File: config.mk
export PLATFORM = sky130hd
export DESIGN_NAME = ecmp_fhs_mod
export DESIGN_NICKNAME = d
export VERILOG_FILES = /design/src/hdl/ecmp_fhs_pkg.sv /design/src/hdl/ecmp_fhs_mod.sv
export SDC_FILE = /design/constraint.sdc
export NUM_CORES = 1
export LEC_CHECK = 0
export ABC_AREA = 1
export BUFFER_PORTS_ARGS = -buffer_cell sky130_fd_sc_hd__buf_2
export CAP_MARGIN = 20
export CORE_MARGIN = 5
export CORE_UTILIZATION = 45
export DETAILED_ROUTE_END_ITERATION = 12
export PLACE_DENSITY = 0.72
export SLEW_MARGIN = 10
export SYNTH_ARGS = -nofsm -noshare
export SYNTH_HDL_FRONTEND = slang
export SYNTH_SLANG_ARGS = --single-unit
File: constraint.sdc
create_clock -name clk_i -period 14.15 [get_ports clk_i]
set_input_delay 0.7075 -clock clk_i [delete_from_list [all_inputs] [get_ports clk_i]]
set_output_delay 0.7075 -clock clk_i [all_outputs]
set_load 0.05 [all_outputs]
File: src/hdl/ecmp_fhs_pkg.sv
// ----------------------------------------------------------------------------
// ecmp_fhs_pkg
// Shared constants, types and mixing functions for the ECMP flow hash select.
// ----------------------------------------------------------------------------
package ecmp_fhs_pkg;

  localparam int unsigned MAX_NEXT_HOPS = 16;

  localparam int unsigned HASH_W     = 32;
  localparam int unsigned PORT_W     = 16;
  localparam int unsigned HOP_CNT_W  = 5;
  localparam int unsigned HOP_IDX_W  = 4;
  // divisor holds 0 .. MAX_NEXT_HOPS
  localparam int unsigned DIV_W      = $clog2(MAX_NEXT_HOPS + 1);
  // remainder bits retired per stage
  localparam int unsigned MOD_BITS   = 4;
  localparam int unsigned MOD_STAGES = HASH_W / MOD_BITS;

  localparam logic [HASH_W-1:0] MUR_C1    = 32'hcc9e2d51;
  localparam logic [HASH_W-1:0] MUR_C2    = 32'h1b873593;
  localparam logic [HASH_W-1:0] MUR_N     = 32'he6546b64;
  localparam logic [HASH_W-1:0] MUR_F1    = 32'h85ebca6b;
  localparam logic [HASH_W-1:0] MUR_F2    = 32'hc2b2ae35;
  localparam logic [HASH_W-1:0] KEY_BYTES = 32'd12;

  // Word passed from the hash pipeline to the remainder pipeline
  typedef struct packed {
    logic              valid;
    logic [HASH_W-1:0] hash;
    logic [DIV_W-1:0]  divisor;
    logic              no_route;
  } hop_word_t;

  function automatic logic [HASH_W-1:0] rotl(input logic [HASH_W-1:0] x,
                                             input int unsigned r);
    return (x << r) | (x >> (HASH_W - r));
  endfunction

  // h ^= k; h = rotl(h, 13); h = h * 5 + N  (the *5 is a shift and add)
  function automatic logic [HASH_W-1:0] mix_h(input logic [HASH_W-1:0] h,
                                              input logic [HASH_W-1:0] k);
    logic [HASH_W-1:0] x;
    x = rotl(h ^ k, 13);
    return (x << 2) + x + MUR_N;
  endfunction

endpackage

File: src/hdl/ecmp_fhs_mod.sv
// ----------------------------------------------------------------------------
// ecmp_fhs_mod
// Final hash xor-shift and a pipelined restoring remainder: four hash bits
// are retired per stage, giving hash modulo the hop count (saturated at 16).
// ----------------------------------------------------------------------------
module ecmp_fhs_mod (
  input  logic                                 clk_i,
  input  logic                                 rst_ni,
  input  logic                                 advance_i,
  input  ecmp_fhs_pkg::hop_word_t              word_i,
  output logic                                 valid_o,
  output logic [ecmp_fhs_pkg::HASH_W-1:0]      hash_value_o,
  output logic [ecmp_fhs_pkg::HOP_IDX_W-1:0]   hop_index_o,
  output logic                                 no_route_o
);

  localparam int unsigned NS = ecmp_fhs_pkg::MOD_STAGES;

  // remainder stays below the divisor, so one subtract per bit
  function automatic logic [ecmp_fhs_pkg::DIV_W-1:0] rem_step(
    input logic [ecmp_fhs_pkg::DIV_W-1:0]    r,
    input logic [ecmp_fhs_pkg::MOD_BITS-1:0] bits,
    input logic [ecmp_fhs_pkg::DIV_W-1:0]    n
  );
    logic [ecmp_fhs_pkg::DIV_W:0]   t;
    logic [ecmp_fhs_pkg::DIV_W-1:0] acc;
    acc = r;
    for (int i = ecmp_fhs_pkg::MOD_BITS - 1; i >= 0; i--) begin
      t = {acc, bits[i]};
      if (t >= {1'b0, n}) begin
        t = t - {1'b0, n};
      end
      acc = t[ecmp_fhs_pkg::DIV_W-1:0];
    end
    return acc;
  endfunction

  ecmp_fhs_pkg::hop_word_t          word_q [NS];
  logic [ecmp_fhs_pkg::DIV_W-1:0]   rem_q  [NS];
  logic [NS-1:0]                    valid_q;

  ecmp_fhs_pkg::hop_word_t          entry;

  // last finaliser step: h ^= h >> 16
  always_comb begin
    entry      = word_i;
    entry.hash = word_i.hash ^ (word_i.hash >> 16);
  end

  for (genvar s = 0; s < NS; s++) begin : g_stage
    ecmp_fhs_pkg::hop_word_t        w_in;
    logic [ecmp_fhs_pkg::DIV_W-1:0] r_in;
    logic                           v_in;

    if (s == 0) begin : g_first
      assign w_in = entry;
      assign r_in = '0;
      assign v_in = word_i.valid;
    end else begin : g_next
      assign w_in = word_q[s-1];
      assign r_in = rem_q[s-1];
      assign v_in = valid_q[s-1];
    end

    always_ff @(posedge clk_i or negedge rst_ni) begin
      if (!rst_ni) begin
        valid_q[s] <= 1'b0;
      end else if (advance_i) begin
        valid_q[s] <= v_in;
      end
    end

    always_ff @(posedge clk_i) begin
      if (advance_i) begin
        word_q[s] <= w_in;
        rem_q[s]  <= rem_step(r_in,
                              w_in.hash[ecmp_fhs_pkg::HASH_W-1-s*ecmp_fhs_pkg::MOD_BITS -:
                                        ecmp_fhs_pkg::MOD_BITS],
                              w_in.divisor);
      end
    end
  end

  assign valid_o      = valid_q[NS-1];
  assign hash_value_o = word_q[NS-1].hash;
  assign no_route_o   = word_q[NS-1].no_route;
  assign hop_index_o  = word_q[NS-1].no_route ? '0
                                              : ecmp_fhs_pkg::HOP_IDX_W'(rem_q[NS-1]);

endmodule

==> results.json <==
{
  "status": "finished, final reports clean",
  "ys.flop_type": "sky130_fd_sc_hd__edfxtp_1",
  "maxSlewViolCount": 0,
  "grt_pass1_wl_um": 58900,
  "routedWlPerCell_um": 13.8,
  "finalWirelength_um": 34800,
  "tightest_slew_ns": 1.03,
  "required_worst_endpoint_ns": 14.54,
  "antenna_found_initial": 0,
  "regToRegSetupSlack_ns": 7.84,
  "track_usage_pct": 14.8,
  "globalRoute.totalOverflow": 0,
  "drtIter0Drc": 677,
  "busiest_layer": "met2",
  "path_common_cell": "sky130_fd_sc_hd__nand2_1",
  "yosysWarnings": 0,
  "dp_hpwl_um": 25700,
  "number_of_synthesized_flops_with_an_enable_pin": 338,
  "post_synth.cell_area_avg_um2": 10.6,
  "cts_inserted_buffers": 37,
  "final.setup.tns_ns": 0,
  "insertion_delay_ns": 0.53,
  "floorplan.io_pins": 80,
  "synth_fp_nets": 2053,
  "critical_path_class": "register to register",
  "drt-vias-per-instance": 4.98,
  "grt_pass1_vias": 12724,
  "floorplan.die.width_um": 217,
  "final_cell_count_no_fill": 2519,
  "hold_depth": 1,
  "buffer_ports.inserted": 79,
  "worst-endpoint-arrival_ns": 6.70,
  "yosysSeqAreaShare_pct": 53.6,
  "met2_track_demand_over_resource_in_global_routing_pct": 26.5,
  "synthCells": 1823,
  "floorplan.core_area_um2": 42800,
  "hold_viol": 0,
  "timing.critical_path.slowest_stage_cell": "sky130_fd_sc_hd__fa_1",
  "cts_resized": 0,
  "layout_area_overhead_pct": 12.2,
  "cts_root_buf": "sky130_fd_sc_hd__clkbuf_16",
  "std_cell_rows": 76,
  "antennaDiodeCount": 0,
  "setup_repair_after_global_routing_missed_its_margin": "no",
  "post_cts.repair.setup_buffers": 0,
  "slew_headroom_pct": 31.6,
  "dp.cells": 2450,
  "numClockSinks": 346,
  "synth_cell_types": 40,
  "via_count": 12547,
  "place_congestion": 0.905,
  "flop_and_latch_count_out_of_synthesis": 346,
  "initial_utilization_pct": 45.2,
  "maxClockFrequency_mhz": 159,
  "drv_cap": 0,
  "cts_tree": "yes",
  "final_net_count": 2174,
  "fillers": 3761,
  "cts.clk_slew.worst_paths_ns": 0.07,
  "start_kind": "register",
  "worstSetupEndpointType": "register",
  "grt_max_degree": 136,
  "first_pass_iters": 5,
  "final_cycle_utilization_of_the_critical_path_pct": 44.6,
  "finalCriticalPeriod_ns": 6.31,
  "postSynth.asyncResetShare_pct": 2.31,
  "dieArea_um2": 47200,
  "grt_util_met3_pct": 2.39,
  "finClkSkew_ns": 0.0148,
  "drive_above_1_share_pct": 13.5,
  "critPathMaxFanout": 8,
  "rr_worst_depth": 33,
  "grt_met1_use_pct": 17.9,
  "clock_tree.buffer_depth": 3,
  "max_stage_delay_ns": 0.52,
  "die_height_um": 217,
  "worst_hold_path_type": "input port to register",
  "cts_htree_levels": 2,
  "mappedNetlistArea_um2": 19300,
  "cts.hold.buffers_added": 1,
  "finalSetupViolCount": 0,
  "route.detailed.drc": 0,
  "final_antenna_net_count": 0
}
[per-layer routing]
| layer | share of wire (%) | up-vias |
|---|---|---|
| met3 | 3.7 | 81 |
| met4 | 3.1 | 0 |
| met5 | 0 | - |
| met2 | 51 | 237 |
| li1 | - | 6372 |
| met1 | 43 | 5857 |
[flip-flops by register name (all words and copies together) (netlist names)]
signal	flops
rem_q	39
g_stage.v_in	7
valid_o	1
word_q	299
[kinds of logic (layout without fill, tap and decap cells)]
group / count (synthesis) / after routing / share of synthesized area [%]
xor+xnor: 93 / 93 / 4.22
buf+inv: 273 / 423 / 5.30
simple gates: 730 / 730 / 17.8
flops: 346 / 346 / 53.6
fa+ha+maj: 188 / 188 / 13.4
compound gates: 193 / 193 / 5.74
[layout make-up]
class / instances / area, um2 / share of cell area, %
Clock buffer: 51 / 1030 / 4.75
Clock inverter: 17 / 210 / 0.969
Inverter: 272 / 1020 / 4.71
Multi-Input combinational cell: 1204 / 7950 / 36.7
Sequential cell: 346 / 10300 / 47.7
Tap cell: 546 / 683 / 3.15
Timing Repair Buffer: 83 / 438 / 2.02
[final timing paths]
kind	to	start
hold reg to reg	word_q[0][63]	word_q[0][24]
hold / removal	word_q[0][0]	word_i[0]
max in group asynchronous	g_stage[1].v_in	rst_ni
min in group asynchronous	g_stage[7].v_in	rst_ni
setup / recovery	rem_q[1][16]	word_q[1][80]
setup reg to reg	rem_q[1][16]	word_q[1][80]
[worst max-delay path: cells and delay by family, from the launching register on]
kind | cells | cell delay, ns
AO/OA/AOI/OAI | 10 | 1.85
adder cells (fa/ha/maj) | 4 | 1.74
buffers and inverters | 5 | 0.51
flip-flops | 1 | 0.46
AND/OR/NAND/NOR | 14 | 1.58
[cell usage in the layout (no fill, tap or decap), types with 47 or more instances in the layout]
master,n
sky130_fd_sc_hd__ha_1,157
sky130_fd_sc_hd__edfxtp_1,338
sky130_fd_sc_hd__nor2_1,67
sky130_fd_sc_hd__nand2_1,449
sky130_fd_sc_hd__a21oi_1,72
sky130_fd_sc_hd__xor2_1,65
sky130_fd_sc_hd__nand3_1,106
sky130_fd_sc_hd__buf_2,78
sky130_fd_sc_hd__inv_1,250
sky130_fd_sc_hd__o21ai_0,47
[per-stage QoR]
step	utilization (%)	cell area (um2)	hold WS, ns	setup slack [ns]
after global placement	47.7	20400	0.400	7.95
after floorplan	-	19300	0.400	8.75
after global routing	50.7	21700	0.343	7.22
after CTS	50.7	21700	0.332	7.81
final	50.7	21700	0.359	7.84
after detailed placement	47.7	20400	0.405	7.83
[Yosys cell counts, drive strengths merged, types with 7 or more instances]
cell,number,area (um2)
a21oi,72,360
xnor2,28,245
o21a,9,67.6
nand3b,10,98.8
dfrtp,8,200
inv,272,1020
edfxtp,338,10100
xor2,65,569
nand3,133,868
fa,31,621
o21ai,89,483
nand2,476,1890
ha,157,1960
nand4,7,43.8
nor2,100,518
Power is left out: the tool's default activity adds up to more than one toggle a clock period on the data nets, which glitch-free logic cannot reach.
